### config.mk
export PLATFORM = sky130hd
export DESIGN_NAME = vobs_ram
export DESIGN_NICKNAME = d
export VERILOG_FILES = /design/src/vobs_ram.sv
export SDC_FILE = /design/constraint.sdc
export NUM_CORES = 1
export LEC_CHECK = 0
export ABC_AREA = 1
export BUFFER_PORTS_ARGS = -buffer_cell sky130_fd_sc_hd__buf_2
export CORE_ASPECT_RATIO = 0.5
export CORE_MARGIN = 2
export CORE_UTILIZATION = 45
export CTS_CLUSTER_SIZE = 28
export DETAILED_ROUTE_END_ITERATION = 12
export PLACE_DENSITY = 0.59
export RECOVER_POWER = 25
export SLEW_MARGIN = 0
export SYNTH_ARGS = -nofsm -noshare
export SYNTH_HDL_FRONTEND = slang
export SYNTH_SLANG_ARGS = --single-unit
### constraint.sdc
create_clock -name i_clk -period 2.4 [get_ports i_clk]
set_clock_uncertainty 0.15 [all_clocks]
set_input_delay 0.12 -clock i_clk [delete_from_list [all_inputs] [get_ports i_clk]]
set_output_delay 0.12 -clock i_clk [all_outputs]
set_load 0.02 [all_outputs]
### src/vobs_ram.sv
// Generic simple dual-port RAM with registered read.
`default_nettype none
module vobs_ram #(
    parameter int W  = 8,
    parameter int AW = 4
) (
    input  wire logic          i_clk,
    input  wire logic          i_we,
    input  wire logic [AW-1:0] i_waddr,
    input  wire logic [W-1:0]  i_wdata,
    input  wire logic [AW-1:0] i_raddr,
    output logic      [W-1:0]  o_rdata
);
    logic [W-1:0] r_mem [0:(1<<AW)-1];

    always_ff @(posedge i_clk) begin
        if (i_we) begin
            r_mem[i_waddr] <= i_wdata;
        end
        o_rdata <= r_mem[i_raddr];
    end
endmodule
`default_nettype wire

==> results of run 1 <==
==> metal layers <==
metal / part of all wire / track usage / vias up
met4: 0.012 / 0.0598 / 0
met2: 0.43 / 0.296 / 109
met5: 0 / 0 / -
met3: 0.055 / 0.0467 / 14
li1: - / - / 1829
met1: 0.50 / 0.334 / 1867
==> what timing repair did <==
action | 4_1_cts | 5_1_grt
hold buffers | 3 | 0
resized for setup | 0 | 0
hold endpoints to repair | 27 | 0
==> cell families after synthesis <==
kind of cell / count (synthesis) / share of synthesized area
buffers and inverters: 126 / 0.0952
flip-flops: 136 / 0.694
AND/OR/NAND/NOR: 289 / 0.210
==> cell type report <==
| type | instances | area [um2] | share of cell area |
|---|---|---|---|
| Clock buffer | 20 | 437 | 0.0661 |
| Clock inverter | 12 | 175 | 0.0265 |
| Inverter | 102 | 383 | 0.0579 |
| Multi-Input combinational cell | 289 | 1210 | 0.184 |
| Sequential cell | 136 | 4000 | 0.606 |
| Tap cell | 170 | 213 | 0.0322 |
| Timing Repair Buffer | 31 | 184 | 0.0278 |
==> synth_stat cells <==
master      n  area [um2]
nand3b_1    2        15.0
inv_1     100         375
buf_2      13        65.1
dfxtp_1     8         160
nand3_1    97         485
nor2_1     17        63.8
inv_2       2        7.51
buf_1       1        3.75
buf_6       6        67.6
buf_4       4        30.0
edfxtp_1  128        3840
nand2_1   173         649
==> sequential cells by signal (all words and copies together) (netlist names) <==
name	cells
r_mem	128
o_rdata	8
==> where the power goes <==
part / switching (mW) / leakage [nW] / internal, mW
Clock: 0.963 / 0.292 / 1.74
Sequential: 0.0168 / 1.22 / 2.66
Combinational: 0.255 / 1.31 / 0.0887
Total: 1.23 / 2.82 / 4.48
==> per-stage QoR <==
step / std cells / hold WS, ns / instance area (um2) / power (mW)
floorplan: 551 / 0.0689 / 5770 / 2.92
global placement: 725 / 0.327 / 5970 / 3.06
detailed placement: 725 / 0.321 / 5970 / 3.06
CTS: 760 / 0.00263 / 6620 / 5.75
global route: 760 / 0.0572 / 6610 / 5.89
finish: 760 / 0.0492 / 6610 / 5.72
==> worst max path at each step <==
stage | startpoint | endpoint | slack [ns]
floorplan | i_waddr[2] | r_mem[10][0] | 1.18
global placement | i_waddr[2] | r_mem[10][0] | 0.73
detailed placement | i_waddr[1] | r_mem[13][7] | 0.73
CTS | i_waddr[1] | r_mem[13][6] | 1.16
global route | i_waddr[2] | r_mem[8][7] | 1.06
finish | i_waddr[1] | r_mem[13][6] | 1.14
==> impl_metrics.csv, run 1 <==
group,metric,value,unit
yosys,yosysWarningCount,0,
critical_path,end_kind,"flip-flop",
routing,ant_nets,0,
routing,vias,3819,
timing,worst_slack,1.14,ns
place,dpl_worst_slack,0.729,ns
yosys,syn_area,5770,um2
critical_path,max_stage_delay,0.67,ns
critical_path,crit_path_cell_trace,"buf_2 -> inv_1 -> nand2_1 -> nor2_1",
routing,drt-total-wl,13.6,mm
timing,hold_viol_final,0,
global_route,antenna_found_initial,0,
floorplanning,die_h,84.0,um
flow_run,drv_cap,0,
critical_path,critPathTopFamily,"simple AND/OR/NAND/NOR gates",
floorplanning,initial_utilization,0.458,
global_route,grt_pass1_vias,3591,
cells_and_area,post-route-util,0.525,
floorplanning,dieWidth,164,um
global_route,grt_overflow,0,
routing,drt_iter0_drc,369,
cts,tritoncts,"done",
critical_path,cp.required,2.29,ns
place,io_buffers,25,
cts,clk_pin_slew,0.06,ns
routing,dr.pass1.iters,7,
timing,drv_slew,0,
timing,fmax,0.792,GHz
critical_path,ff2ff_path_depth,6,
cts,cts_setup_buffers,0,
run_status,status,"completed",
timing,min_period,1.26,ns
critical_path,critPathMaxFanout,8,
yosys,synth_cells,551,
power_and_ir_drop,power_density,865,nW/um2
place,hpwl,8.18,mm
critical_path,path_class,"in -> reg",
cells_and_area,area_growth,14.6,%
critical_path,r2r-start,"r_mem[7][1]",
critical_path,critPathBufInv,2,
cts,clock_latency,0.41,ns
yosys,synth_seq_cells,136,
routing,drt-wirelength-per-cell,17.9,um
timing,rsz0062_at_grt,"false",
cells_and_area,layout_commonest_cell,"nand2_1",
floorplanning,pin_count,26,
floorplanning,dieArea,13800,um2
cells_and_area,diodes,0,
yosys,yosys.cell_types.count,12,
cts,htreeDepth,4,
routing,drc,0,
cells_and_area,layout-drive-gt1-share,0.0898,
global_route,grt_first_pass_wirelength,21.1,mm
critical_path,crit_arrival,1.15,ns
timing,setup_tns,0,ns
cts,numCtsBuffers,17,
cts,clock_path_buffers,2,
cells_and_area,layout_common_cells,"nand2_1, edfxtp_1, inv_1",
global_route,grt_usage,0.214,
cells_and_area,fin_nets,595,
floorplanning,coreArea,12600,um2
worst_hold_path,min_from,"i_wdata[3]",
timing,relSlewSlack,0.312,
cts,cts-root-buf,"clkbuf_16",
yosys,seq_area_frac_synth,0.694,
power_and_ir_drop,leakagePower,2.82,nW
yosys,syn-num-nets,569,
critical_path,r2r_end,"o_rdata[1]",
timing,setup_viol,0,
worst_hold_path,hp-class,"in -> reg",
timing,tightest_slew,1.03,ns
floorplanning,rows,29,
yosys,post_synth.cell_area_avg,10.5,um2
critical_path,r2r_slack,1.17,ns
critical_path,crit_slowest_cell,"nor2_1",
worst_hold_path,holdPathEnd,"r_mem[15][3]",
power_and_ir_drop,vdd_drop_max,0.424,mV
cells_and_area,num-fill-cells,1110,
cts,cts.sinks,136,
place,gp_congestion,0.813,
timing,finalCritPeriodShare,0.526,
critical_path,cp.depth,4,
critical_path,start_kind,"input pin",
global_route,grt_start_max_net_pins,65,
worst_hold_path,min_path_cells,1,
routing,vias_per_cell,5.03,
Power figures use the tool's default switching activity.
==> inputs of run 2 (changes only) <==
- ABC_AREA: 1 -> 0
- PLACE_DENSITY: 0.59 -> 0.6
- clock period: 2.4 -> 1.17 ns (I/O delays scaled with it)
==> impl_metrics.csv, run 2 <==
group,metric,value,unit
routing,drt-total-wl,10.0,mm
routing,drt-wirelength-per-cell,21.8,um
yosys,yosys.area_share.simple,0.0318,
timing,setup_viol,8,
floorplanning,coreArea,11100,um2
yosys,async_flop_share,0,
yosys,ys.flop_type,"edfxtp_1",
run_status,status,"complete, but fails checks",
cells_and_area,area_growth,22.9,%
routing,vias,2497,
yosys,synth_xor_area_frac,0,
critical_path,critPathMaxFanout,1,
yosys,synth_area_leaders,"edfxtp_1, mux4_2, mux4_1",
power_and_ir_drop,switching_share,0.202,
timing,fmax,0.694,GHz
cts,cts_setup_buffers,0,
power_and_ir_drop,vdd_drop_max,0.878,mV
timing,rsz0062_at_grt,"true",
cells_and_area,reg_top3,"r_mem: 128 flops, o_rdata: 8 flops",
floorplanning,dieWidth,155,um
flow_run,drv_cap,0,
routing,ant_nets,0,
floorplanning,initial_utilization,0.465,
floorplanning,pin_count,26,
global_route,grt_overflow,0,
timing,drv_slew,0,
timing,tightest_slew,0.817,ns
cts,clock_path_buffers,2,
critical_path,critPathBufInv,0,
power_and_ir_drop,seq_power_share,0.513,
timing,finalCritPeriodShare,1.23,
timing,hold_viol_final,0,
yosys,synth_cells,229,
worst_hold_path,hp-class,"in -> reg",
place,gp_congestion,0.767,
power_and_ir_drop,leakagePower,2.11,nW
routing,dr.pass1.iters,4,
routing,drc,0,
cells_and_area,layout_common_cells,"edfxtp_1, mux4_2, buf_4",
power_and_ir_drop,pwr-share-comb,0.061,
yosys,synth_edf_count,128,
global_route,met3_usage,0.0565,
global_route,grt_usage,0.185,
cells_and_area,fin_area,6330,um2
yosys,yosysWarningCount,0,
cells_and_area,fin_nets,320,
global_route,antenna_found_initial,0,
yosys,yosys-mux-area-fraction,0.150,
cts,cts-root-buf,"clkbuf_16",
cells_and_area,diodes,0,
place,io_buffers,25,
yosys,synth_top_family_by_area,"multiplexers",
yosys,synthAdderAreaFrac,0,
timing,setup_tns,-1.90,ns
yosys,synthTopCellsByCount,"edfxtp_1, mux4_2, a22oi_1",
cells_and_area,largest_register_ffs,128,
critical_path,max_stage_delay,0.52,ns
global_route,busiest_layer,"met2",
timing,relSlewSlack,0.454,
place,dpl.cell_count,420,
routing,drt_iter0_drc,161,
cells_and_area,layout_commonest_cell,"edfxtp_1",
cts,tritoncts,"done",
yosys,synth_seq_cells,136,
global_route,gr-usage-met2,0.275,
cells_and_area,post-route-util,0.571,
yosys,synth_top_area_frac,0.747,
power_and_ir_drop,switchingPower,2.16,mW
cells_and_area,stdcell_count,460,
power_and_ir_drop,power_density,1690,nW/um2
place,hpwl,6.75,mm
floorplanning,dieArea,12400,um2
critical_path,critPathTopFamily,"multiplexers",
yosys,yosysTopAreaCell,"edfxtp_1",
critical_path,end_kind,"flip-flop",
cells_and_area,layout-drive-gt1-share,0.406,
place,dpl_worst_slack,-0.469,ns
cts,htreeDepth,4,
floorplanning,rows,27,
yosys,synth.most_common_cell,"edfxtp_1",
critical_path,crit_path_cell_trace,"mux4_2 -> a22oi_2 -> nand2_1",
power_and_ir_drop,total_power,10.7,mW
timing,min_period,1.44,ns
yosys,synth_compound_area_frac,0.0233,
yosys,syn_area,5150,um2
floorplanning,die_h,79.6,um
critical_path,path_class,"reg -> reg",
global_route,grt_first_pass_wirelength,15.7,mm
run_status,failed_checks,"negative setup slack",
yosys,syn-num-nets,247,
yosys,seq_area_frac_synth,0.778,
routing,vias_per_cell,5.43,
cts,numCtsBuffers,17,
yosys,yosys.cell_types.count,19,
place,placed_area,5710,um2
cts,clk_pin_slew,0.05,ns
yosys,post_synth.cell_area_avg,22.5,um2
timing,whs,0.0619,ns
critical_path,start_kind,"flip-flop",
global_route,grt_start_max_net_pins,17,
global_route,grt_pass1_vias,2665,
global_route,met1_usage,0.258,
power_and_ir_drop,internal_power,8.53,mW
critical_path,crit_arrival,1.59,ns
cts,clock_latency,0.41,ns
critical_path,cp.required,1.32,ns
power_and_ir_drop,clockPowerShare,0.426,
cells_and_area,regMostFlops,"r_mem",
timing,worst_slack,-0.271,ns
cts,cts.sinks,136,
critical_path,crit_slowest_cell,"mux4_2",
-- run 2: worst paths after layout --
path / start / endpoint / slack, ns / cells past startpoint
max: r_mem[7][2] / o_rdata[2] / -0.27 / 3
min: i_waddr[2] / r_mem[2][1] / 0.06 / 3
max reg2reg: r_mem[7][2] / o_rdata[2] / -0.27 / 3
min reg2reg: r_mem[14][0] / o_rdata[0] / 0.53 / 3
-- run 2: per-layer routing --
metal / up-vias / share of wire
met4: 0 / 0.016
met3: 17 / 0.050
met1: 1313 / 0.48
li1: 1107 / -
met5: - / 0
met2: 60 / 0.46
-- run 2: cells by family after synthesis --
logic type	count (synthesis)
flip-flops	136
AND/OR/NAND/NOR	35
multiplexers	32
AO/OA/AOI/OAI	16
buffers and inverters	10
-- run 2: repair_timing --
action,4_1_cts,5_1_grt
pin swaps,1,2
setup endpoints to repair,9,8
endpoints found under the hold margin,128,0
hold buffers,8,0
gates resized for setup,8,0
-- run 2: cell type report --
cell class / count / area [um2]
clock inverter: 5 / 22.5
timing repair buffer: 64 / 533
sequential: 136 / 4000
fill: 828 / 4750
clock buffer: 27 / 483
multi-input combinational: 83 / 1100
tap: 145 / 181
-- run 2: tightest hold or removal path: stages --
cell    delay [ns]
buf_2         0.09
or3b_4        0.20
nor2_4        0.09
-- run 2: power by group through the flow --
stage,sequential (mW),clock [mW],combinational (mW)
global route,5.49,4.85,0.703
global placement,5.57,0,0.609
floorplan,5.61,0,0.314
CTS,5.48,4.63,0.663
detailed placement,5.58,0,0.620
finish,5.48,4.55,0.654
==> inputs of run 3 (changes only) <==
- ABC_AREA: 0 -> 1
- CELL_PAD_IN_SITES_DETAIL_PLACEMENT: unset -> 1
- CELL_PAD_IN_SITES_GLOBAL_PLACEMENT: unset -> 1
- PLACE_DENSITY: 0.6 -> 0.72
==> impl_metrics.csv, run 3 (synthesis gave the netlist of run 1 again) <==
group,metric,value,unit
cts,htreeDepth,4,
timing,hold_viol_final,0,
power_and_ir_drop,power_density,1600,nW/um2
floorplanning,coreArea,12600,um2
routing,drc,0,
power_and_ir_drop,leakagePower,3.09,nW
run_status,status,"completed",
power_and_ir_drop,vdd_drop_max,0.899,mV
timing,setup_viol,0,
critical_path,start_kind,"flip-flop",
floorplanning,dieWidth,164,um
cells_and_area,largest_register_ffs,128,
place,gp_congestion,0.789,
critical_path,critPathBufInv,1,
routing,drt-total-wl,16.3,mm
floorplanning,rows,29,
critical_path,critPathMaxFanout,1,
critical_path,max_stage_delay,0.35,ns
floorplanning,die_h,84.0,um
cells_and_area,diodes,0,
floorplanning,initial_utilization,0.458,
cts,clk_pin_slew,0.06,ns
cts,cts-root-buf,"clkbuf_16",
global_route,grt_overflow,0,
global_route,met3_usage,0.0457,
timing,finalCritPeriodShare,0.989,
timing,relSlewSlack,0.714,
timing,min_period,1.16,ns
routing,drt_iter0_drc,297,
global_route,gr-usage-met2,0.417,
critical_path,critPathTopFamily,"flip-flops",
timing,tightest_slew,0.429,ns
cells_and_area,layout-drive-gt1-share,0.211,
place,io_buffers,25,
routing,vias,4130,
routing,vias_per_cell,5.19,
flow_run,drv_cap,0,
timing,whs,0.0895,ns
global_route,grt_usage,0.256,
cts,numCtsBuffers,17,
critical_path,crit_path_cell_trace,"buf_2",
global_route,grt_start_max_net_pins,33,
cts,clock_path_buffers,2,
critical_path,end_kind,"primary output",
critical_path,crit_arrival,0.95,ns
cells_and_area,num-fill-cells,1302,
floorplanning,dieArea,13800,um2
global_route,busiest_layer,"met2",
critical_path,cp.required,0.96,ns
routing,drt-wirelength-per-cell,20.5,um
routing,dr.pass1.iters,5,
global_route,met1_usage,0.352,
global_route,antenna_found_initial,0,
critical_path,path_class,"reg -> out",
routing,ant_nets,0,
cells_and_area,layout_commonest_cell,"nand2_1",
cells_and_area,reg_top3,"r_mem: 128 flops, o_rdata: 8 flops",
cells_and_area,regMostFlops,"r_mem",
timing,fmax,0.865,GHz
floorplanning,pin_count,26,
critical_path,crit_slowest_cell,"dfxtp_1",
worst_hold_path,hp-class,"in -> reg",
cells_and_area,fin_nets,633,
global_route,grt_first_pass_wirelength,25.3,mm
timing,rsz0062_at_grt,"true",
cts,tritoncts,"done",
cells_and_area,layout_common_cells,"nand2_1, edfxtp_1, inv_1",
timing,drv_slew,0,
global_route,grt_pass1_vias,4424,
place,placed_area,6290,um2
cts,cts.sinks,136,
cells_and_area,area_growth,24.1,%
cells_and_area,fin_area,7160,um2
place,hpwl,9.76,mm
cts,clock_latency,0.41,ns
[run 3: cell count changes in the layout (fill, tap and decap cells not counted), sizes merged, moves of 2 or more]
cell	delta
nand2	+164
inv	+102
nand3	+96
mux4	-32
a22oi	-16
clkbuf	-4
nor2	+4
nor3	-4
clkinvlp	+3
buf	-2
bufinv	+2
clkinv	+2
nand2b	-2
[run 3: report_power, final]
| part | internal, mW | switching (mW) |
|---|---|---|
| Combinational | 0.300 | 0.619 |
| Sequential | 5.45 | 0.0454 |
| Clock | 3.05 | 1.99 |
| Total | 8.80 | 2.66 |
[run 3: routing by layer]
layer  vias up  routed length (um)  share of wire
li1       1901                   -              -
met1      2086                7470           0.46
met2       116                7830           0.48
met3        27                 756          0.046
met4         0                 273          0.017
met5         -                   0              0
[run 3: path summary, 6_finish.rpt]
kind              cells after the start   startpoint    endpoint  slack [ns]
setup reg to reg                      6  r_mem[7][0]  o_rdata[0]        0.02
hold reg to reg                       6  r_mem[3][3]  o_rdata[3]        0.55
hold / removal                        5   i_raddr[2]  o_rdata[7]        0.09
setup / recovery                      1   o_rdata[7]  o_rdata[7]        0.01
[run 3: per-stage QoR]
step | power [mW] | std cells | setup TNS, ns | setup WS (ns) | util
after floorplan | 6.00 | 551 | 0 | 0.0107 | -
after global placement | 6.36 | 757 | -2.91 | -0.0938 | 0.499
after detailed placement | 6.38 | 757 | -6.01 | -0.126 | 0.499
after CTS | 11.4 | 795 | -0.00313 | -0.00313 | 0.557
after global routing | 11.8 | 795 | -0.0604 | -0.0225 | 0.568
final | 11.5 | 795 | 0 | 0.0135 | 0.568
[run 3: worst min-delay path: stages]
cell     delay [ns]
buf_2          0.13
buf_4          0.20
nand3_2        0.10
nand3_1        0.06
nand2_1        0.06
[run 3: timing repair]
action                                  4_1_cts  5_1_grt
resized for setup                            22       35
buffers inserted                              0        0
endpoints found under the setup margin        9        8
hold endpoints to repair                    136        0
hold buffers                                  9        0
pin swaps                                     2       22
[run 3: cell type report]
type                       count  area, um2  share of cell area
tap                          170        213              0.0297
inverter                     102        383              0.0535
clock buffer                  17        425              0.0594
timing repair buffer          69        543              0.0759
clock inverter                12        113              0.0157
sequential                   136       4010               0.560
multi-input combinational    289       1470               0.206
