--- src/vobs_pkg.sv ---
// Package: shared types, widths and codes for the view-ordered bucket sort.
`default_nettype none
package vobs_pkg;
    localparam int MAX_POINTS = 4096;
    localparam int NUM_SLICES = 128;
    localparam int AXES       = 3;
    localparam int PT_W       = $clog2(MAX_POINTS);
    localparam int CNT_W      = PT_W + 1;
    localparam int SL_W       = $clog2(NUM_SLICES);
    localparam int BK_W       = 2 * SL_W;
    localparam int CODE_W     = 7;
    localparam int DIR_W      = 16;
    localparam int SC_W       = AXES * SL_W;

    localparam logic [1:0] ST_OK   = 2'd0;
    localparam logic [1:0] ST_FULL = 2'd1;
    localparam logic [1:0] ST_NONE = 2'd2;

    typedef enum logic [1:0] {
        OP_LOAD  = 2'd0,
        OP_SORT  = 2'd1,
        OP_READ  = 2'd2,
        OP_CLEAR = 2'd3
    } t_op;

    typedef enum logic [3:0] {
        S_IDLE, S_READ, S_CLR, S_CNT_A, S_CNT_B, S_CNT_C,
        S_PFX_A, S_PFX_B, S_PLC_A, S_PLC_B, S_PLC_C
    } t_state;

    typedef struct packed {
        logic [1:0] prim;
        logic [1:0] mid;
        logic       up_p;
        logic       up_m;
    } t_view;
endpackage
`default_nettype wire

--- src/vobs_axis_sel.sv ---
// Axis selection: primary and middle axis and key directions from a view vector.
`default_nettype none
module vobs_axis_sel import vobs_pkg::*; (
    input  wire logic signed [DIR_W-1:0] i_dir_x,
    input  wire logic signed [DIR_W-1:0] i_dir_y,
    input  wire logic signed [DIR_W-1:0] i_dir_z,
    output t_view                        o_view
);
    logic signed [DIR_W-1:0] dir [AXES];
    logic        [DIR_W-1:0] mag [AXES];
    logic        [1:0]       prim;
    logic        [1:0]       lst;
    logic                    have_lst;
    logic        [1:0]       mid;

    always_comb begin
        dir[0] = i_dir_x;
        dir[1] = i_dir_y;
        dir[2] = i_dir_z;
        for (int i = 0; i < AXES; i++) begin
            mag[i] = dir[i][DIR_W-1] ? DIR_W'(-dir[i]) : DIR_W'(dir[i]);
        end
        prim = 2'd0;
        for (int i = 0; i < AXES; i++) begin
            if (mag[i] >= mag[prim]) begin
                prim = 2'(i);
            end
        end
        lst      = 2'd0;
        have_lst = 1'b0;
        for (int i = 0; i < AXES; i++) begin
            if (2'(i) != prim) begin
                if (!have_lst || mag[i] <= mag[lst]) begin
                    lst = 2'(i);
                end
                have_lst = 1'b1;
            end
        end
        mid = 2'(AXES) - prim - lst;
        o_view.prim = prim;
        o_view.mid  = mid;
        o_view.up_p = !dir[prim][DIR_W-1] && (dir[prim] != '0);
        o_view.up_m = !dir[mid][DIR_W-1] && (dir[mid] != '0);
    end
endmodule
`default_nettype wire

--- config.mk ---
export PLATFORM = sky130hd
export DESIGN_NAME = vobs_axis_sel
export DESIGN_NICKNAME = d
export VERILOG_FILES = /design/src/vobs_pkg.sv /design/src/vobs_axis_sel.sv
export SDC_FILE = /design/constraint.sdc
export NUM_CORES = 1
export LEC_CHECK = 0
export ABC_AREA = 1
export BUFFER_PORTS_ARGS = -buffer_cell sky130_fd_sc_hd__clkbuf_2
export CORE_ASPECT_RATIO = 1.75
export CORE_MARGIN = 2
export CORE_UTILIZATION = 54
export DETAILED_ROUTE_END_ITERATION = 8
export GPL_ROUTABILITY_DRIVEN = 0
export PLACE_DENSITY_LB_ADDON = 0.12
export SLEW_MARGIN = 25
export SYNTH_ARGS = -nofsm -noshare
export SYNTH_HDL_FRONTEND = slang
export SYNTH_SLANG_ARGS = --single-unit
--- constraint.sdc ---
create_clock -name vclk -period 7.3
set_clock_uncertainty 0.2 [all_clocks]
set_input_delay 1.095 -clock vclk [all_inputs]
set_output_delay 1.095 -clock vclk [all_outputs]
set_load 0.01 [all_outputs]
==> flow_metrics.env, run 1 <==
export IMPL_outcome="stopped before the end"
export IMPL_haltStage="global routing (5_1_grt)"
export IMPL_tool_error="[ERROR GRT-0232] Routing congestion too high. Check the congestion heatmap in the GUI."
export IMPL_initial_utilization_pct=55.58
export IMPL_syn_nets=558
export IMPL_dpl_worst_slack_ps=-1491
export IMPL_grt_max_degree=15
export IMPL_syn_area_per_cell_um2=5.923
export IMPL_synth_area_um2=2719
export IMPL_die_y_um=97.87
export IMPL_crit_endpoint="o_view[0]"
export IMPL_endpoint_type="output port"
export IMPL_synth_yosys_seq_area_share_pct=0
export IMPL_dp_hpwl_mm=8.185
export IMPL_hold_buffers=0
export IMPL_die_w_um=57.64
export IMPL_gr_total_overflow=91
export IMPL_placed_area_um2=3908
export IMPL_ys_types=35
export IMPL_portBuffers=54
export IMPL_core_rowCount=34
export IMPL_synthCells=459
export IMPL_grt_usage_pct=72.72
export IMPL_synth_warnings=0
export IMPL_dp_cells=673
export IMPL_num_io_pins=54
## kinds of logic after synthesis
logic type                 count (synthesis)  share of synthesized area (%)
and+or+nand+nor                          198                          33.09
AOI/OAI and AO/OA                         89                          19.24
buffers and inverters                     84                          12.29
adders and majority gates                 51                          23.47
xor gates and xnor gates                  37                          11.92
## repair_timing
item	4_1_cts
resized for setup	43
setup endpoints to repair	3
gates cloned	1
setup buffers	32
pin swaps	28
## stage by stage
stage                     util (%)  setup TNS, ps
after floorplan                  -         -226.7
after detailed placement     79.87          -4122
after global placement       79.87          -3340
after CTS                    88.95          -2202
## synth_stat cells, types with 2 or more instances
| library cell | count | area share (%) |
|---|---|---|
| nand3_1 | 16 | 2.9 |
| ha_1 | 51 | 23 |
| o31ai_1 | 2 | 0.55 |
| buf_6 | 2 | 0.83 |
| inv_2 | 2 | 0.28 |
| nand2_1 | 95 | 13 |
| inv_1 | 75 | 10 |
| o21ai_0 | 33 | 6.1 |
| xor2_1 | 28 | 9.0 |
| nor2_4 | 2 | 0.83 |
| o21ai_2 | 8 | 2.6 |
| nor4_1 | 4 | 0.92 |
| nand2_4 | 2 | 0.83 |
| nor2_1 | 36 | 5.0 |
| nand4_1 | 15 | 3.5 |
| o221ai_1 | 2 | 0.64 |
| o21bai_1 | 2 | 0.55 |
| clkbuf_1 | 2 | 0.28 |
| nand2_2 | 4 | 0.92 |
| o21a_1 | 4 | 1.1 |
| o21ai_1 | 8 | 1.5 |
| a21oi_1 | 25 | 4.6 |
| or2_1 | 2 | 0.46 |
| buf_2 | 3 | 0.55 |
| or2_2 | 5 | 1.2 |
| nor3_1 | 14 | 2.6 |
| xnor2_1 | 9 | 2.9 |
## layer usage
metal	GRT overflow	GRT usage, %
met5	0	3.810
met4	31	93.74
met3	2	42.78
met2	58	99.74
met1	0	62.48
==> inputs of run 2 (changes only) <==
CORE_ASPECT_RATIO = unset   (was 1.75)
CORE_UTILIZATION = 40   (was 54)
PLACE_DENSITY_LB_ADDON = 0.15   (was 0.12)
clock period = 9.5 ns   (was 7.3 ns; I/O delays follow)
==> flow_metrics.env, run 2 <==
export IMPL_outcome="completed"
export IMPL_p_per_area_nw_per_um2=107.9
export IMPL_worst_pin_slew_ps=578.5
export IMPL_synthCells=459
export IMPL_die_w_um=86.45
export IMPL_dp_hpwl_mm=7.128
export IMPL_ys_types=35
export IMPL_hold_buffers=0
export IMPL_worstPathRequired_ps=7880
export IMPL_switching_share_pct=59.76
export IMPL_synthTopCellsByArea="ha_1 (23%), nand2_1 (13%), inv_1 (10%)"
export IMPL_synth_warnings=0
export IMPL_finalCritPeriodShare_pct=96.12
export IMPL_num_io_pins=54
export IMPL_dr_first_iter_drc_count=121
export IMPL_clock_fmax_ghz=0.1095
export IMPL_total_power_uw=356.0
export IMPL_fin_nets=624
export IMPL_vias=3088
export IMPL_drive_above_1_share_pct=21.80
export IMPL_hold_violations=0
export IMPL_vdd_drop_max_mv=0.04191
export IMPL_worstPathMaxFanout=13
export IMPL_yosysMostFrequentCell="nand2_1"
export IMPL_wl_mm=8.157
export IMPL_slowest_delay_ps=330
export IMPL_critPathSlowestCell="ha_1"
export IMPL_synth_yosys_seq_area_share_pct=0
export IMPL_grt_pass1_vias=2841
export IMPL_syn_nets=558
export IMPL_setup_viol=0
export IMPL_arrival_ps=7510
export IMPL_combPwrFrac_pct=100.0
export IMPL_crit_path_start="i_dir_x[7]"
export IMPL_synth_top_area_share_pct=23.47
export IMPL_design_area_um2=3301
export IMPL_dr_pass1_iters=4
export IMPL_antenna_cells=0
export IMPL_drt_wirelength_per_cell_um=13.53
export IMPL_fin_crit_ps=9131
export IMPL_grt_pass1_wl_mm=12.88
export IMPL_min_from="i_dir_z[14]"
export IMPL_pwr_share_seq_pct=0
export IMPL_path_common_cell="nand2_1"
export IMPL_synth_top_area_cell="ha_1"
export IMPL_grt_usage_pct=21.04
export IMPL_core_rowCount=30
export IMPL_initial_utilization_pct=40.69
export IMPL_final_cell_mix="nand2_1 (93), inv_1 (75), clkbuf_2 (54)"
export IMPL_endpoint_kind="primary output"
export IMPL_final_util_pct=49.40
export IMPL_p_leak_nw=1.799
export IMPL_slew_headroom_pct=61.03
export IMPL_via_per_inst=5.121
export IMPL_fp_dieArea_um2=7473
export IMPL_grt_max_degree=29
export IMPL_die_y_um=86.45
export IMPL_fin_ws_ps=368.7
export IMPL_fillers=749
export IMPL_hold_ws_ps=3199
export IMPL_synth_area_um2=2719
export IMPL_internal_power_uw=143.3
export IMPL_switchingPower_uw=212.8
export IMPL_slew_violations=0
export IMPL_nClkBuffers=0
export IMPL_design_seq_count=0
export IMPL_final_common_cell="nand2_1"
export IMPL_worstSetupPathType="in2out"
export IMPL_seqCellArea_um2=0
export IMPL_dpl_worst_slack_ps=51.92
export IMPL_ant_nets=0
export IMPL_drc_errors=0
export IMPL_cp_start_kind="primary input"
export IMPL_gr_total_overflow=0
export IMPL_max_cap_violations=0
export IMPL_synthTopCellsByCount="nand2_1 (95), inv_1 (75), ha_1 (51)"
export IMPL_portBuffers=54
export IMPL_area_delta_synth_final_pct=21.40
export IMPL_clkPwrFrac_pct=0
export IMPL_coreArea_um2=6681
export IMPL_antenna_found_initial=0
export IMPL_placed_area_um2=3082
export IMPL_hold_path_class="in2out"
export IMPL_syn_area_per_cell_um2=5.923
## run 2: kinds of logic after synthesis
logic type	count (synthesis)	synth area share, %
adders and majority gates	51	23.47
and+or+nand+nor	198	33.09
buffers and inverters	84	12.29
AOI/OAI and AO/OA	89	19.24
xor gates and xnor gates	37	11.92
## run 2: worst max-delay path: cells and delay by family
family	cells	cell delay (ps)
compound gates	9	1490
xor+xnor	1	180
simple gates	21	2510
fa+ha+maj	4	1160
buf+inv	6	710
## run 2: final timing paths
path | endpoint | slack [ps] | cells after the start
setup / recovery | o_view[0] | 370 | 41
hold / removal | o_view[1] | 3200 | 6
## run 2: power groups by stage
stage,Clock (mW),Sequential [mW],Combinational (mW)
global route,0,0,0.406
finish,0,0,0.356
CTS,0,0,0.326
floorplan,0,0,0.237
detailed placement,0,0,0.324
global placement,0,0,0.319
## run 2: stage by stage
step	std cells	TNS, ps
2_1_floorplan	459	0
3_3_place_gp	591	0
3_5_place_dp	591	0
4_1_cts	591	0
5_1_grt	603	-45.81
6_report	603	0
## run 2: what timing repair did
action / 4_1_cts / 5_1_grt
setup buffers: 0 / 10
setup endpoints to repair: 0 / 3
gates resized for setup: 0 / 23
## run 2: area by class of cell
cell class / count / area [um^2] / share of cell area (%)
well taps: 80 / 100.1 / 3.033
inverters: 77 / 289.0 / 8.757
repair buffers: 69 / 395.4 / 11.98
multi-input cells: 377 / 2516 / 76.23
## run 2: per-layer routing
| layer | global-route usage [%] | routed length [um] | vias up |
|---|---|---|---|
| li1 | - | - | 1662 |
| met1 | 28.47 | 3865 | 1362 |
| met2 | 39.58 | 3991 | 64 |
| met3 | 0.3810 | 300 | 0 |
| met4 | 0 | 0 | 0 |
| met5 | 0 | 0 | - |
Note: power is estimated with default switching activity, not from simulation.
==> inputs of run 3 (changes only) <==
ABC_AREA = unset   (was 1)
==> flow_metrics.env, run 3 <==
export IMPL_portBuffers=54
export IMPL_rsz0062_at_grt="yes"
export IMPL_num_io_pins=54
export IMPL_outcome="finished with violations"
export IMPL_nClkBuffers=0
export IMPL_synth_area_um2=2620
export IMPL_gr_total_overflow=0
export IMPL_via_per_inst=5.317
export IMPL_worst_pin_slew_ps=561.3
export IMPL_worstPathMaxFanout=5
export IMPL_drt_wirelength_per_cell_um=13.80
export IMPL_synthTopCellsByCount="ha_1 (51), nand2_1 (28), inv_1 (27)"
export IMPL_hold_buffers=0
export IMPL_fillers=520
export IMPL_worstSetupPathType="in2out"
export IMPL_die_w_um=84.93
export IMPL_grt_max_degree=19
export IMPL_drive_above_1_share_pct=49.32
export IMPL_finalSetupTns_ps=-3356
export IMPL_syn_area_per_cell_um2=7.639
export IMPL_hold_end="o_view[1]"
export IMPL_finalCritPeriodShare_pct=113.9
export IMPL_violations="negative setup slack"
export IMPL_design_seq_count=0
export IMPL_fin_ws_ps=-1318
export IMPL_grt_usage_pct=21.60
export IMPL_ys_types=48
export IMPL_wl_mm=8.143
export IMPL_arrival_ps=9190
export IMPL_worstPathRequired_ps=7880
export IMPL_total_power_uw=489.8
export IMPL_synthCells=343
export IMPL_synth_warnings=0
export IMPL_final_util_pct=68.22
export IMPL_antenna_cells=0
export IMPL_hold_violations=0
export IMPL_die_y_um=84.93
export IMPL_area_delta_synth_final_pct=65.33
export IMPL_grt_pass1_vias=3071
export IMPL_slowest_delay_ps=530
export IMPL_crit_path_start="i_dir_y[7]"
export IMPL_cp_start_kind="primary input"
export IMPL_max_cap_violations=0
export IMPL_ant_nets=0
export IMPL_vdd_drop_max_mv=0.1682
export IMPL_yosysMostFrequentCell="ha_1"
export IMPL_dr_first_iter_drc_count=66
export IMPL_dr_pass1_iters=4
export IMPL_p_per_area_nw_per_um2=113.1
export IMPL_antenna_found_initial=0
export IMPL_grt_pass1_wl_mm=13.33
export IMPL_final_cell_mix="buf_4 (116), clkbuf_2 (48), ha_1 (40)"
export IMPL_synthTopCellsByArea="ha_1 (24%), mux2_2 (7.7%), xor2_1 (7.7%)"
export IMPL_multiInputGateArea_um2=2815
export IMPL_fp_dieArea_um2=7213
export IMPL_slew_violations=0
export IMPL_synth_top_area_cell="ha_1"
export IMPL_core_rowCount=29
export IMPL_synth_top_area_share_pct=24.36
export IMPL_initial_utilization_pct=41.26
export IMPL_hold_depth=5
export IMPL_drc_errors=0
export IMPL_clock_fmax_ghz=0.09244
export IMPL_endpoint_kind="primary output"
export IMPL_setup_viol=3
export IMPL_p_leak_nw=2.146
export IMPL_coreArea_um2=6350
export IMPL_hold_path_class="in2out"
export IMPL_min_from="i_dir_z[15]"
export IMPL_final_common_cell="buf_4"
export IMPL_seqCellArea_um2=0
export IMPL_syn_nets=442
export IMPL_fin_crit_ps=10820
export IMPL_vias=3137
export IMPL_slew_headroom_pct=62.31
export IMPL_synth_yosys_seq_area_share_pct=0
export IMPL_hold_ws_ps=3279
export IMPL_fin_nets=614
export IMPL_dp_hpwl_mm=6.785
export IMPL_critPathSlowestCell="or4_4"
-- run 3: cell types whose count changed after synthesis, moves of 7 or more --
cell,change
nor2_1,-22
o21ai_0,-12
o21ai_2,-8
mux2_2,+18
nand2_1,-67
inv_1,-48
a21o_1,+9
mux2_4,+8
nand2b_1,+7
o21ai_1,-8
a21oi_1,-10
nor3_1,-8
o31ai_1,+7
nand4_1,-9
-- run 3: worst max path at each step --
stage	cells past startpoint	slack (ps)	endpoint
4_1_cts	37	-1220	o_view[0]
3_5_place_dp	39	-1470	o_view[0]
3_3_place_gp	40	-1290	o_view[0]
2_1_floorplan	38	-1050	o_view[0]
6_report	36	-1320	o_view[0]
5_1_grt	36	-1660	o_view[0]
-- run 3: final cells by class --
cell class                      count  share of cell area, %
Inverter                           27                  2.802
Tap cell                           77                  2.224
Multi-Input combinational cell    306                  64.99
Timing Repair Buffer              180                  29.98
-- run 3: where the power goes --
part           total [mW]  leakage [nW]  internal, mW  switching [mW]
clock                   0             0             0               0
sequential              0             0             0               0
combinational       0.490          2.15         0.275           0.215
total               0.490          2.15         0.275           0.215
-- run 3: worst max-delay path, delay by kind of cell --
| kind | cells | cell delay, ps |
|---|---|---|
| AO/OA/AOI/OAI | 12 | 2490 |
| XOR/XNOR | 1 | 250 |
| adder cells (fa/ha/maj) | 4 | 1100 |
| buffers and inverters | 6 | 650 |
| multiplexers | 3 | 920 |
| AND/OR/NAND/NOR | 10 | 2330 |
-- run 3: per-stage QoR --
step / worst slack (ps) / cells / cell area [um^2]
2_1_floorplan: -1052 / 343 / 2794
3_3_place_gp: -1290 / 572 / 3915
3_5_place_dp: -1469 / 572 / 3915
4_1_cts: -1215 / 586 / 4195
5_1_grt: -1664 / 590 / 4332
6_report: -1318 / 590 / 4332
-- run 3: metal layers --
layer / track usage, % / share of wire (%) / vias to the layer above
met4: 2.453 / 1.8 / 0
li1: - / - / 1619
met3: 0.7782 / 3.6 / 14
met1: 28.10 / 45 / 1432
met2: 40.66 / 49 / 72
met5: 0 / 0 / -
-- run 3: kinds of logic after synthesis --
group                    synth area share [%]
AND/OR/NAND/NOR                         20.77
AO/OA/AOI/OAI                           21.44
adder cells (fa/ha/maj)                 24.36
XOR/XNOR                                12.70
buffers and inverters                   6.113
multiplexers                            14.61
-- run 3: timing repair --
action	CTS	global route
setup endpoints to repair	3	3
setup buffers	15	6
pin swaps	22	10
resized for setup	34	20
==> inputs of run 4 (changes only) <==
--- a/config.mk
+++ b/config.mk
@@ -16,2 +16,3 @@
 export SYNTH_HDL_FRONTEND = slang
 export SYNTH_SLANG_ARGS = --single-unit
+export TNS_END_PERCENT = 10
==> constraint.sdc (replaced) <==
create_clock -name vclk -period 9.5
set_clock_uncertainty 0.2 [all_clocks]
set_input_delay 0.95 -clock vclk [all_inputs]
set_output_delay 0.95 -clock vclk [all_outputs]
set_load 0.01 [all_outputs]
==> flow_metrics.env, run 4 (synthesized netlist as in run 3, its figures left out) <==
export IMPL_slew_violations=0
export IMPL_finalSetupTns_ps=-525.5
export IMPL_grt_usage_pct=21.33
export IMPL_finalCritPeriodShare_pct=103.9
export IMPL_antenna_found_initial=0
export IMPL_hold_depth=5
export IMPL_die_y_um=84.93
export IMPL_worstPathRequired_ps=8350
export IMPL_path_common_cell="buf_4"
export IMPL_hold_buffers=0
export IMPL_portBuffers=54
export IMPL_violations="negative setup slack"
export IMPL_fin_ws_ps=-369.3
export IMPL_hold_path_class="in2out"
export IMPL_final_common_cell="buf_4"
export IMPL_clock_fmax_ghz=0.1013
export IMPL_rsz0062_at_grt="yes"
export IMPL_hold_violations=0
export IMPL_grt_pass1_wl_mm=13.05
export IMPL_design_area_um2=3905
export IMPL_drc_errors=0
export IMPL_fillers=581
export IMPL_area_delta_synth_final_pct=49.05
export IMPL_gr_total_overflow=0
export IMPL_initial_utilization_pct=41.26
export IMPL_placed_area_um2=3468
export IMPL_coreArea_um2=6350
export IMPL_setup_viol=2
export IMPL_worst_pin_slew_ps=767.7
export IMPL_final_util_pct=61.50
export IMPL_antenna_cells=0
export IMPL_grt_pass1_vias=2905
export IMPL_drt_wirelength_per_cell_um=14.70
export IMPL_via_per_inst=5.538
export IMPL_endpoint_kind="primary output"
export IMPL_core_rowCount=29
export IMPL_ant_nets=0
export IMPL_max_cap_violations=0
export IMPL_seqCellArea_um2=0
export IMPL_critPathSlowestCell="or4_4"
export IMPL_p_leak_nw=1.845
export IMPL_vias=2952
export IMPL_dp_hpwl_mm=6.476
export IMPL_worstPathMaxFanout=5
export IMPL_fin_nets=557
export IMPL_num_io_pins=54
export IMPL_final_cells=533
export IMPL_fin_crit_ps=9869
export IMPL_p_per_area_nw_per_um2=115.9
export IMPL_drive_above_1_share_pct=43.86
export IMPL_outcome="finished with violations"
export IMPL_final_cell_mix="buf_4 (65), clkbuf_2 (51), ha_1 (38)"
export IMPL_multiInputGateArea_um2=2838
export IMPL_dp_cells=513
export IMPL_slowest_delay_ps=540
export IMPL_hold_end="o_view[1]"
export IMPL_die_w_um=84.93
export IMPL_design_seq_count=0
export IMPL_grt_max_degree=19
export IMPL_wl_mm=7.835
export IMPL_min_from="i_dir_z[15]"
export IMPL_dr_first_iter_drc_count=62
export IMPL_dr_pass1_iters=4
export IMPL_nClkBuffers=0
export IMPL_vdd_drop_max_mv=0.1551
export IMPL_arrival_ps=8720
export IMPL_fp_dieArea_um2=7213
export IMPL_cp_start_kind="primary input"
export IMPL_slew_headroom_pct=48.15
export IMPL_worstSetupPathType="in2out"
run 4: cell count changes in the layout (fill, tap and decap cells not counted), sizes merged:
cell | before | now
buf | 130 | 71
clkbuf | 50 | 52
run 4: how the worst max path moves through the flow:
stage                     slack [ps]  startpoint         to
after floorplan                 -100  i_dir_y[1]  o_view[0]
after global placement          -420  i_dir_y[1]  o_view[0]
after detailed placement        -570  i_dir_y[1]  o_view[0]
after CTS                       -320  i_dir_y[7]  o_view[0]
after global routing            -700  i_dir_y[5]  o_view[0]
final                           -370  i_dir_y[5]  o_view[0]
run 4: per-stage QoR:
| stage | power [mW] | setup slack [ps] | hold WS (ps) |
|---|---|---|---|
| floorplan | 0.2483 | -101.6 | 1948 |
| global placement | 0.3562 | -418.3 | 2326 |
| detailed placement | 0.3654 | -565.4 | 2332 |
| CTS | 0.4243 | -316.6 | 2336 |
| global route | 0.4966 | -696.7 | 2427 |
| finish | 0.4527 | -369.3 | 2330 |
run 4: where the power goes:
group / internal [mW] / total (mW) / switching [mW]
clock: 0 / 0 / 0
sequential: 0 / 0 / 0
combinational: 0.243 / 0.453 / 0.209
run 4: area by class of cell:
type,count,area share (%)
inverter,27,3.108
multi-input combinational,306,72.67
tap,77,2.467
timing repair buffer,123,21.76
run 4: metal layers:
layer	wire length, um	up-vias	global-route usage [%]
met2	3809	67	40.01
met5	0	-	0
met3	269	4	0.8755
met1	3714	1360	28.24
li1	-	1521	-
met4	41	0	1.299
run 4: critical path: cells and delay by family:
| kind | cells | cell delay [ps] |
|---|---|---|
| AO/OA/AOI/OAI | 8 | 1590 |
| XOR/XNOR | 1 | 200 |
| adder cells (fa/ha/maj) | 3 | 810 |
| buffers and inverters | 13 | 1510 |
| multiplexers | 3 | 960 |
| AND/OR/NAND/NOR | 12 | 2690 |
run 4: what timing repair did:
item                       in CTS  in global routing
gates cloned                    1                  0
buffers inserted               18                  1
gates resized for setup        29                 17
pin swaps                      23                  5
setup endpoints to repair       2                  3
